$ cat src/design/dq_pkg.sv
package dq_pkg;

  localparam int DEPTH = 64;
  localparam int IDX_W = (DEPTH > 1) ? $clog2(DEPTH) : 1;
  localparam int CNT_W = $clog2(DEPTH + 1);

  // command queue between front and back
  localparam int CQ_DEPTH = 2;
  localparam int CQ_IW    = 1;
  localparam int CQ_CW    = 2;

  // result buffer
  localparam int OB_DEPTH = 4;
  localparam int OB_IW    = 2;
  localparam int OB_CW    = 3;

  localparam logic [2:0] FN_PUSH_FRONT = 3'd0;
  localparam logic [2:0] FN_PUSH_BACK  = 3'd1;
  localparam logic [2:0] FN_POP_FRONT  = 3'd2;
  localparam logic [2:0] FN_POP_BACK   = 3'd3;
  localparam logic [2:0] FN_DUMP       = 3'd4;

  localparam logic [1:0] ST_OK    = 2'd0;
  localparam logic [1:0] ST_EMPTY = 2'd1;
  localparam logic [1:0] ST_FULL  = 2'd2;

  typedef struct packed {
    logic [2:0]         func;
    logic signed [31:0] push_value;
  } in_item_t;

  typedef struct packed {
    logic signed [31:0] out_value;
    logic [1:0]         status;
    logic               last;
  } out_item_t;

  typedef struct packed {
    logic [2:0]         func;
    logic signed [31:0] value;
  } cmd_t;

  // ring slot of (head + off), off < DEPTH
  function automatic logic [IDX_W-1:0] slot_of(input logic [IDX_W-1:0] head,
                                               input logic [CNT_W-1:0] off);
    logic [IDX_W:0] s;
    s = (IDX_W + 1)'(head) + (IDX_W + 1)'(off);
    if (s >= (IDX_W + 1)'(DEPTH)) s = s - (IDX_W + 1)'(DEPTH);
    return s[IDX_W-1:0];
  endfunction

endpackage

$ cat src/design/dq_front.sv
module dq_front import dq_pkg::*; (
  input  logic     clk,
  input  logic     rst,
  input  logic     push,
  output logic     full,
  input  in_item_t in_item,
  output logic     cmd_valid,
  output cmd_t     cmd,
  input  logic     cmd_take
);

  cmd_t             q [CQ_DEPTH];
  logic [CQ_IW-1:0] wp;
  logic [CQ_IW-1:0] rp;
  logic [CQ_CW-1:0] cnt;
  logic             accept;
  logic             enq;

  assign full      = (cnt == CQ_CW'(CQ_DEPTH));
  assign accept    = push && !full;
  // unused codes are taken and dropped here
  assign enq       = accept && (in_item.func <= FN_DUMP);
  assign cmd_valid = (cnt != '0);
  assign cmd       = q[rp];

  always_ff @(posedge clk) begin
    if (enq) begin
      q[wp].func  <= in_item.func;
      q[wp].value <= in_item.push_value;
    end
  end

  always_ff @(posedge clk) begin
    if (rst) begin
      wp  <= '0;
      rp  <= '0;
      cnt <= '0;
    end else begin
      if (enq) wp <= wp + CQ_IW'(1);
      if (cmd_take) rp <= rp + CQ_IW'(1);
      unique case ({enq, cmd_take})
        2'b10:   cnt <= cnt + CQ_CW'(1);
        2'b01:   cnt <= cnt - CQ_CW'(1);
        default: cnt <= cnt;
      endcase
    end
  end

endmodule

$ cat src/design/dq_back.sv
module dq_back import dq_pkg::*; (
  input  logic      clk,
  input  logic      rst,
  input  logic      cmd_valid,
  input  cmd_t      cmd,
  output logic      cmd_take,
  output logic      empty,
  input  logic      pop,
  output out_item_t out_item
);

  localparam logic [1:0] S_IDLE = 2'd0;
  localparam logic [1:0] S_POP  = 2'd1;
  localparam logic [1:0] S_DUMP = 2'd2;

  logic [1:0]       state, state_next;
  logic [IDX_W-1:0] head, head_next;
  logic [CNT_W-1:0] count, count_next;
  logic [CNT_W-1:0] dump_i, dump_i_next;

  logic [31:0]      entry_store [DEPTH];
  logic             mem_we;
  logic [IDX_W-1:0] mem_wa;
  logic [31:0]      mem_wd;
  logic             mem_re;
  logic [IDX_W-1:0] mem_ra;
  logic [31:0]      rd_data;

  out_item_t        ob [OB_DEPTH];
  logic [OB_IW-1:0] ob_wp, ob_rp;
  logic [OB_CW-1:0] ob_cnt;
  logic             ob_we;
  out_item_t        ob_wd;
  logic             ob_rd;
  logic             room;
  logic [IDX_W-1:0] head_dec;
  logic [CNT_W-1:0] dump_n;

  assign room     = (ob_cnt != OB_CW'(OB_DEPTH));
  assign empty    = (ob_cnt == '0);
  assign ob_rd    = pop && !empty;
  assign out_item = ob[ob_rp];
  assign head_dec = (head == '0) ? IDX_W'(DEPTH - 1) : head - IDX_W'(1);
  assign dump_n   = dump_i + CNT_W'(1);

  always_comb begin
    state_next  = state;
    head_next   = head;
    count_next  = count;
    dump_i_next = dump_i;
    cmd_take    = 1'b0;
    mem_we      = 1'b0;
    mem_wa      = head;
    mem_wd      = cmd.value;
    mem_re      = 1'b0;
    mem_ra      = head;
    ob_we       = 1'b0;
    ob_wd       = '{out_value: '0, status: ST_OK, last: 1'b1};
    unique case (state)
      S_IDLE: begin
        if (cmd_valid && room) begin
          cmd_take = 1'b1;
          unique case (cmd.func)
            FN_PUSH_FRONT, FN_PUSH_BACK: begin
              ob_we = 1'b1;
              if (count == CNT_W'(DEPTH)) begin
                ob_wd.status = ST_FULL;
              end else begin
                mem_we = 1'b1;
                if (cmd.func == FN_PUSH_FRONT) begin
                  mem_wa    = head_dec;
                  head_next = head_dec;
                end else begin
                  mem_wa = slot_of(head, count);
                end
                count_next      = count + CNT_W'(1);
                ob_wd.out_value = cmd.value;
              end
            end
            FN_POP_FRONT, FN_POP_BACK: begin
              if (count == '0) begin
                ob_we        = 1'b1;
                ob_wd.status = ST_EMPTY;
              end else begin
                mem_re = 1'b1;
                if (cmd.func == FN_POP_FRONT) begin
                  mem_ra    = head;
                  head_next = slot_of(head, CNT_W'(1));
                end else begin
                  mem_ra = slot_of(head, count - CNT_W'(1));
                end
                count_next = count - CNT_W'(1);
                state_next = S_POP;
              end
            end
            FN_DUMP: begin
              if (count == '0) begin
                ob_we        = 1'b1;
                ob_wd.status = ST_EMPTY;
              end else begin
                mem_re      = 1'b1;
                mem_ra      = head;
                dump_i_next = '0;
                state_next  = S_DUMP;
              end
            end
            default: ;
          endcase
        end
      end
      S_POP: begin
        if (room) begin
          ob_we           = 1'b1;
          ob_wd.out_value = $signed(rd_data);
          state_next      = S_IDLE;
        end
      end
      S_DUMP: begin
        // one entry per cycle while the result buffer has room; next read goes out as this one lands
        if (room) begin
          ob_we           = 1'b1;
          ob_wd.out_value = $signed(rd_data);
          ob_wd.last      = (dump_n == count);
          if (dump_n == count) begin
            state_next = S_IDLE;
          end else begin
            mem_re      = 1'b1;
            mem_ra      = slot_of(head, dump_n);
            dump_i_next = dump_n;
          end
        end
      end
      default: state_next = S_IDLE;
    endcase
  end

  always_ff @(posedge clk) begin
    if (mem_we) entry_store[mem_wa] <= mem_wd;
    if (mem_re) rd_data <= entry_store[mem_ra];
  end

  always_ff @(posedge clk) begin
    if (ob_we) ob[ob_wp] <= ob_wd;
  end

  always_ff @(posedge clk) begin
    if (rst) begin
      state  <= S_IDLE;
      head   <= '0;
      count  <= '0;
      dump_i <= '0;
      ob_wp  <= '0;
      ob_rp  <= '0;
      ob_cnt <= '0;
    end else begin
      state  <= state_next;
      head   <= head_next;
      count  <= count_next;
      dump_i <= dump_i_next;
      if (ob_we) ob_wp <= ob_wp + OB_IW'(1);
      if (ob_rd) ob_rp <= ob_rp + OB_IW'(1);
      unique case ({ob_we, ob_rd})
        2'b10:   ob_cnt <= ob_cnt + OB_CW'(1);
        2'b01:   ob_cnt <= ob_cnt - OB_CW'(1);
        default: ob_cnt <= ob_cnt;
      endcase
    end
  end

endmodule

$ cat src/design/double_ended_queue_top.sv
// Result path: a push or an error result is written to the result buffer as its command is taken;
//   a pop result and each dump result first pass through the registered memory read.
// Sequencing: the single back-end sequencer handles one command at a time; a pop or a dump
//   keeps new commands waiting until its results are written, and every result waits for room.
// Reset: synchronous rst empties the deque and both internal queues; store contents are
//   left as they are and are never read before being written.
module double_ended_queue_top import dq_pkg::*; (
  input  logic      clk,
  input  logic      rst,
  input  logic      push,
  output logic      full,
  input  in_item_t  in_item,
  output logic      empty,
  input  logic      pop,
  output out_item_t out_item
);

  logic cmd_valid;
  cmd_t cmd;
  logic cmd_take;

  dq_front u_front (
    .clk       (clk),
    .rst       (rst),
    .push      (push),
    .full      (full),
    .in_item   (in_item),
    .cmd_valid (cmd_valid),
    .cmd       (cmd),
    .cmd_take  (cmd_take)
  );

  dq_back u_back (
    .clk       (clk),
    .rst       (rst),
    .cmd_valid (cmd_valid),
    .cmd       (cmd),
    .cmd_take  (cmd_take),
    .empty     (empty),
    .pop       (pop),
    .out_item  (out_item)
  );

endmodule

$ cat config.mk
export PLATFORM = sky130hd
export DESIGN_NAME = double_ended_queue_top
export DESIGN_NICKNAME = d
export VERILOG_FILES = /design/src/design/dq_pkg.sv /design/src/design/dq_front.sv /design/src/design/dq_back.sv /design/src/design/double_ended_queue_top.sv
export SDC_FILE = /design/constraint.sdc
export NUM_CORES = 2
export LEC_CHECK = 0
export ABC_CLOCK_PERIOD_IN_PS = 5400
export BUFFER_PORTS_ARGS = -buffer_cell sky130_fd_sc_hd__buf_2
export CAP_MARGIN = 20
export CELL_PAD_IN_SITES_DETAIL_PLACEMENT = 1
export CELL_PAD_IN_SITES_GLOBAL_PLACEMENT = 2
export CORE_MARGIN = 2
export CORE_UTILIZATION = 30
export CTS_CLUSTER_SIZE = 14
export DETAILED_ROUTE_END_ITERATION = 16
export PLACE_DENSITY_LB_ADDON = 0.08
export RECOVER_POWER = 100
export SYNTH_ARGS = -nofsm -noshare
export SYNTH_HDL_FRONTEND = slang
export SYNTH_SLANG_ARGS = --single-unit
$ cat constraint.sdc
create_clock -name clk -period 5.4 [get_ports clk]
set_input_delay 0.27 -clock clk [delete_from_list [all_inputs] [get_ports clk]]
set_output_delay 0.27 -clock clk [all_outputs]
set_load 0.05 [all_outputs]
== Word level (Yosys, flattened, before mapping) ==
Memories as Yosys holds them, arrays and structs flattened. A register that Yosys moved wholly into a read port is not among the register bits.
Cells that the tools add are included.
Word-level totals
  bits in registers: 33
  RAM bits: 2258
  bits of input ports: 39
  output and inout port bits: 37
  memories kept: 3
Operators by class
  $add $sub $neg: 20
  $lt $le $gt $ge: 5
  equality and inequality tests: 28
  muxes and demuxes: 79
  reductions and logical operators: 24
Memory list
  u_back.entry_store: words 64, bits a word 32, rd ports 1, clocked after Yosys merged registers in 1, wr ports 1, RTL line dq_back.sv:21  | logic [31:0] entry_store [DEPTH];
  u_back.ob: words 4, bits a word 35, rd ports 1, clocked after Yosys merged registers in 1, wr ports 1, RTL line dq_back.sv:29  | out_item_t ob [OB_DEPTH];
  u_front.q: words 2, bits a word 35, rd ports 1, clocked after Yosys merged registers in 1, wr ports 1, RTL line dq_front.sv:12  | cmd_t q [CQ_DEPTH];
Operators with widths (count)
  $mux 6: 20
  $mux 32: 3
  $pmux 32 s2: 1
  $mux 7: 7
  $mux 34: 1
  $sub 6x1->6 const B: 5
  $ge 7x7->1 const B: 4
  $pmux 7 s2: 2
  $mux 1: 25
  $pmux 6 s2: 2
  $add 6x7->7: 3
  $mux 2: 10
  $add 7x1->7 const B: 2
  $reduce_and 7->1: 2
  $ne 2x1->1 const B: 6
  $ne 3x3->1 const B: 4
  $pmux 2 s2: 3
  $ne 2x2->1 const B: 5
  $reduce_bool 2->1: 5
  $eq 2x2->1 const B: 4
  $add 6x1->7 const B: 1
  $eq 7x7->1: 1
  $eq 7x7->1 const B: 1
  $logic_not 7->1: 1
  23 further kinds: 38

== Longest topological paths before layout ==
  depth in word-level cells: 9
  mapped depth: 19
  mapped depth without buffers: 15

== Cells and area by module ==
Synthesis repeated with hierarchy kept, for this count alone.
Second synthesis, totals
  cells, all modules: 6311
  area total of the unflattened synthesis: 93975.1 um^2
By module, submodules not included
  dq_back: times used 1, cells each 6177, area each 91237.5 um^2, seq. area each 67284.5 um^2
  dq_front: times used 1, cells each 134, area each 2737.6 um^2, seq. area each 2202.1 um^2

== Least setup slack after synthesis ==
Ideal clock, no wire load.
  kind: register to register
  start point: register u_back.count[1]
  end point: memory u_back.entry_store[16][0] (enable)
  arrival time: 3.841 ns
  path slack: 1.138 ns
  cell stages (with the launch flop): 14
  buffers on the path: 2
  clock period less this slack: 4.262 ns
  cell sequence: dfxtp_1 > inv_1 > ha_1 > or3b_1 > buf_2 > nor3_1 > nand2_1 > nand2b_1 > clkbuf_1 > a221oi_1 > a21oi_1 > nor2b_1 > nand2_1 > nor2_1
On the way
  cells in the longest elaborated chain, start to end: 8
RTL lines
  from (decl): RTL line dq_back.sv:18  | logic [CNT_W-1:0] count, count_next;
  from (signal assigned): RTL line dq_back.sv:158  | count <= count_next;
  $add 6x7->7: RTL line dq_pkg.sv:47  | s = (IDX_W + 1)'(head) + (IDX_W + 1)'(off);
  $sub 6x1->6 or $ge 7x7->1 (tied branches): RTL line dq_pkg.sv:48  | if (s >= (IDX_W + 1)'(DEPTH)) s = s - (IDX_W + 1)'(DEPTH);
  $mux 6: RTL line dq_pkg.sv:48
  $mux 6: RTL line dq_back.sv:70  | if (cmd.func == FN_PUSH_FRONT) begin
  $mux 6: RTL line dq_back.sv:66  | if (count == CNT_W'(DEPTH)) begin
  $mux 6: RTL line dq_back.sv:63  | unique case (cmd.func)
  $mux 6: RTL line dq_back.sv:61  | if (cmd_valid && room) begin
  $mux 6: RTL line dq_back.sv:59  | unique case (state)
  to (decl): RTL line dq_back.sv:21
Several ways; a longest one is shown, not always the timed one.

== Worst setup path in the final report ==
  start point: register u_back.state[0]
  end point: register u_back.rd_data[18] (read register of u_back.entry_store) (enable)
On the way
  cells in the longest elaborated chain, start to end: 2
RTL lines
  from (decl): RTL line dq_back.sv:16  | logic [1:0] state, state_next;
  from (signal assigned): RTL line dq_back.sv:156  | state <= state_next;
  $eq 2x2->1 or $logic_not 2->1 (tied branches): RTL line dq_back.sv:59
  $pmux 1 s2 *: RTL line dq_back.sv:59
  named net u_back.mem_re: RTL line dq_back.sv:25  | logic mem_re;
  to (decl): RTL line dq_back.sv:27  | logic [31:0] rd_data;
The timed path passes the listed nets; every way through them passes the cells marked *.
A chain may end at the register's enable or synchronous reset.

==> results.md <==
- The top-level I/O count is 76.
- The share of the yosys chip area belonging to registers is 74.6%.
- The die is ~560 um tall.
- Ranked by instance count, the synthesized netlist is headed by 2290 x sky130_fd_sc_hd__edfxtp_1, 1192 x sky130_fd_sc_hd__nand2_1, 367 x sky130_fd_sc_hd__mux2i_1.
- The leakage power figure is between 30 and 40 nW.
- The fraction of registers with async set/reset is 0%.
- The slew of the pin with the lowest slew margin is about 3.6 ns.
- The gate count of the mapped netlist is 6411.
- STA classifies the critical path startpoint as a flip-flop.
- Across all layers, the routed design uses around 60000 vias.
- The clock net sink count is 2326.
- In this run, synthesis produced a sequential element count of 2326.
- For this design the ratio of total power to cell area is roughly 550 nW/um^2.
- The remaining number of nets flagged by the antenna check after routing is 0.
- The critical path goes through inv_1 > ha_1 > nand3_1 > inv_1 > o21ai_0 > o21ai_1 > clkbuf_2.
- During synthesis, Yosys emitted a total of 0 warnings.
- Entering global routing, the biggest net connects 121 pins.
- Synthesis instantiated just under 90 different standard cells from the library.
- The cell family contributing the most delay on the critical path is compound AO/OA/AOI/OAI gates.
- For this design, the slowest cell found on the critical path is sky130_fd_sc_hd__o21ai_1.
- After detailed placement, the design holds a cell count of around 11000.
- The cell with the most instances after synthesis is sky130_fd_sc_hd__edfxtp_1.
- For this run, design rule violations remaining after detail routing come to 0.
- For this run the aggregate overflow at the end of global routing stands at 0.
- The stage delay of the slowest cell on the critical path is approximately 2.1 ns.
- On the final layout, the worst hold slack is between 0.1 and 0.15 ns.
- The count of routing violations after the opening detailed-route iteration is about 6000.
- The number of max-slew violations in the final report is between 900 and 1000.
- The number of synthesized flops with an enable pin is ~2300.
- After detailed routing, the average wire length per cell comes to ~34 um.
- The total design power is roughly 60 mW.
- The total CTS buffers is ~280.
- The site row count is roughly 200.
- The clock arrives with between 0.05 and 0.06 ns of skew.
- The final number of hold-violating endpoints is 0.
- The top cell type by area accounts for 73.8% of the synthesized area.
- The critical path class is flip-flop to flip-flop.
- The detailed placement HPWL is around 230000 um.
- The worst min-delay path category is input port to flip-flop.
- The clock reaches the later pin of the worst-skew pair after 0.91 ns.
- The setup TNS after final layout is 0 ns.
- The count of buffers added on input and output ports is 75.
- The clock edge transition at the registers on the reported setup and hold paths is ~0.05 ns.
- Counting every net in the synthesized netlist gives approximately 6500.
- For this configuration, the core starts out at a cell density of around 30%.
- The maximum buffer depth of the clock tree is 4.
- The tightest slew margin relative to the limit is -142%.
- Timing would allow up to between 0.15 and 0.2 GHz.
- By instance count, the cell type seen most on the critical path is sky130_fd_sc_hd__inv_1.
- The minimum clock period after layout is about 5.3 ns.
- The count of cells in the finished layout, fillers not included, comes to 11200.
- The mean number of vias per cell is about 5.3.
- The number of setup buffers added after CTS is 0.
- The final-report setup violation count is 0.
- The first global-routing pass estimated 519000 um of wire.
- The final layout contains routed wiring with a total length of roughly 380000 um.
- The maximum vdd drop is roughly 410 uV.
- In the final layout, the share of cells above drive strength 1 is ~13%.
- The number of antenna violations at the first check in global routing was 36.
- The mean instance size in the synthesized netlist is between 10 and 15 sq um.
- In the post-synthesis netlist, the biggest area contributors are sky130_fd_sc_hd__edfxtp_1 74%, sky130_fd_sc_hd__nand2_1 4.8%, sky130_fd_sc_hd__mux2i_1 3.9%, sky130_fd_sc_hd__nand3_1 1.9%, sky130_fd_sc_hd__nor2_1 1.4%.
- The die area is around 320000 sq um.
- The run finished, with violations left.
- The number of search-and-repair iterations in the first detailed-routing pass is 5.
- Along the worst path, the maximum fanout reaches 16.
- Global routing used a little under a quarter of the available tracks across all layers.
- The TritonCTS clock tree is yes.
- The cell area that synthesis handed to floorplanning was roughly 93000 sq um.
- The H-tree depth is 5.
- The flip-flop cell with the highest count after synthesis is sky130_fd_sc_hd__edfxtp_1.
- The congestion estimate from routability-driven global placement came to 0.810.
- Counting both buffers and inverters, the worst setup path holds a total of 3.
- The synthesis-to-finish area growth is 18.0%.
- Setup repair after global routing left no endpoint under its margin.
- The worst endpoint data arrival time is around 5.8 ns.
- The checks that failed: max-capacitance violations, max-slew violations.
- Of all cell types, the one taking the most synthesized area is sky130_fd_sc_hd__edfxtp_1.
- The critical path capture point type is a flip-flop.
- The max-cap check violation count is 17.
- The total placed instance area is ~100000 sq um.
- The via count of the first global-routing pass was 60400.
- STA puts the critical path data required time at around 6 ns.
- The total area inside the core boundary comes to ~310000 sq um.
- The total non-filler cell area in the finished layout is about 110000 sq um.
- The net count of the finished layout is between 6000 and 7000.
- In this run the horizontal extent of the chip is between 500 and 600 um.
- In this run the clock root is driven by a sky130_fd_sc_hd__clkbuf_16.
- The final worst-path cycle share is 97.5%.
[kinds of logic after synthesis]
family	share of synthesized area, %
buf+inv	2.15
flops	74.6
compound gates	6.90
mux	5.43
simple gates	10.0
fa+ha+maj	0.502
xor+xnor	0.414
[power by group]
part / internal [mW] / total (mW) / switching [mW]
Combinational: 5.95 / 20.5 / 14.5
Clock: 10.1 / 17.7 / 7.61
Sequential: 21.6 / 21.9 / 0.294
Total: 37.7 / 60.1 / 22.4
[per-layer routing]
layer / global-route usage (%) / part of all wire (%) / vias to the layer above
met5: 0 / 0 / -
met2: 39.2 / 47 / 1546
met4: 4.62 / 1.9 / 0
met3: 2.81 / 4.7 / 371
met1: 33.4 / 46 / 32600
li1: - / - / 25400
[flip-flops by register name (all words and copies together) (netlist names), named ones only]
register and cells:
u_back.entry_store 2048, u_back.ob 140, u_front.q 70, u_back.rd_data 32
u_back.count 7, u_back.dump_i 7, u_back.head 6, u_back.ob_cnt 3
u_back.ob_rp 2, u_back.ob_wp 2, u_back.state 2, u_front.cnt 2
u_front.rp 1, u_front.wp 1
[metrics by stage]
step                utilization (%)  setup WS, ns
floorplan                         -          1.14
global placement               33.2        -0.251
detailed placement             33.2        -0.139
CTS                            36.0       0.00156
global route                   35.6        0.0206
finish                         35.6         0.136
[area by class of cell]
type	instances	area, sq um
Tap cell	4120	5150
Clock buffer	366	7590
Antenna cell	13	32.5
Inverter	26	97.6
Multi-Input combinational cell	3648	22100
Fill cell	31600	199000
Timing Repair Buffer	592	4760
Clock inverter	120	783
Sequential cell	2326	69500
[timing repair]
| action | in CTS | in global routing |
|---|---|---|
| endpoints found under the hold margin | 101 | 0 |
| resized for setup | 1 | 5 |
| hold buffers | 39 | 0 |
| pin swaps | 0 | 1 |
| setup endpoints to repair | 1 | 6 |
[cell usage in the layout, fill, tap and decap left out, drive strengths merged, types with 34 or more instances in the layout]
cell         count
a22oi           53
clkinv         104
a32oi           37
o2111ai         34
mux2i          367
nand3          359
nor2           343
o22ai           41
nand4           75
buf            337
mux2            45
nor3            53
dlygate4sd3     39
nand2         1193
dfxtp           36
and3            50
a21oi          234
edfxtp        2290
clkbuf         582
o21ai          173
a221oi          52
a31oi           90
mux4            39
inv             34
[final timing paths]
| kind | depth (start not counted) | slack (ns) | startpoint | endpoint |
|---|---|---|---|---|
| max | 7 | 0.14 | u_back.state[0]$_SDFFE_PP0P_ | u_back.rd_data[18]$_DFFE_PP_ |
| min | 2 | 0.11 | in_item[7] | u_front.q[0][7]$_DFFE_PP_ |
| max reg2reg | 7 | 0.14 | u_back.state[0]$_SDFFE_PP0P_ | u_back.rd_data[18]$_DFFE_PP_ |
| min reg2reg | 2 | 0.52 | u_back.ob_rp[1]$_SDFFE_PP0P_ | flip-flop |
(Power assumes the default switching activity.)
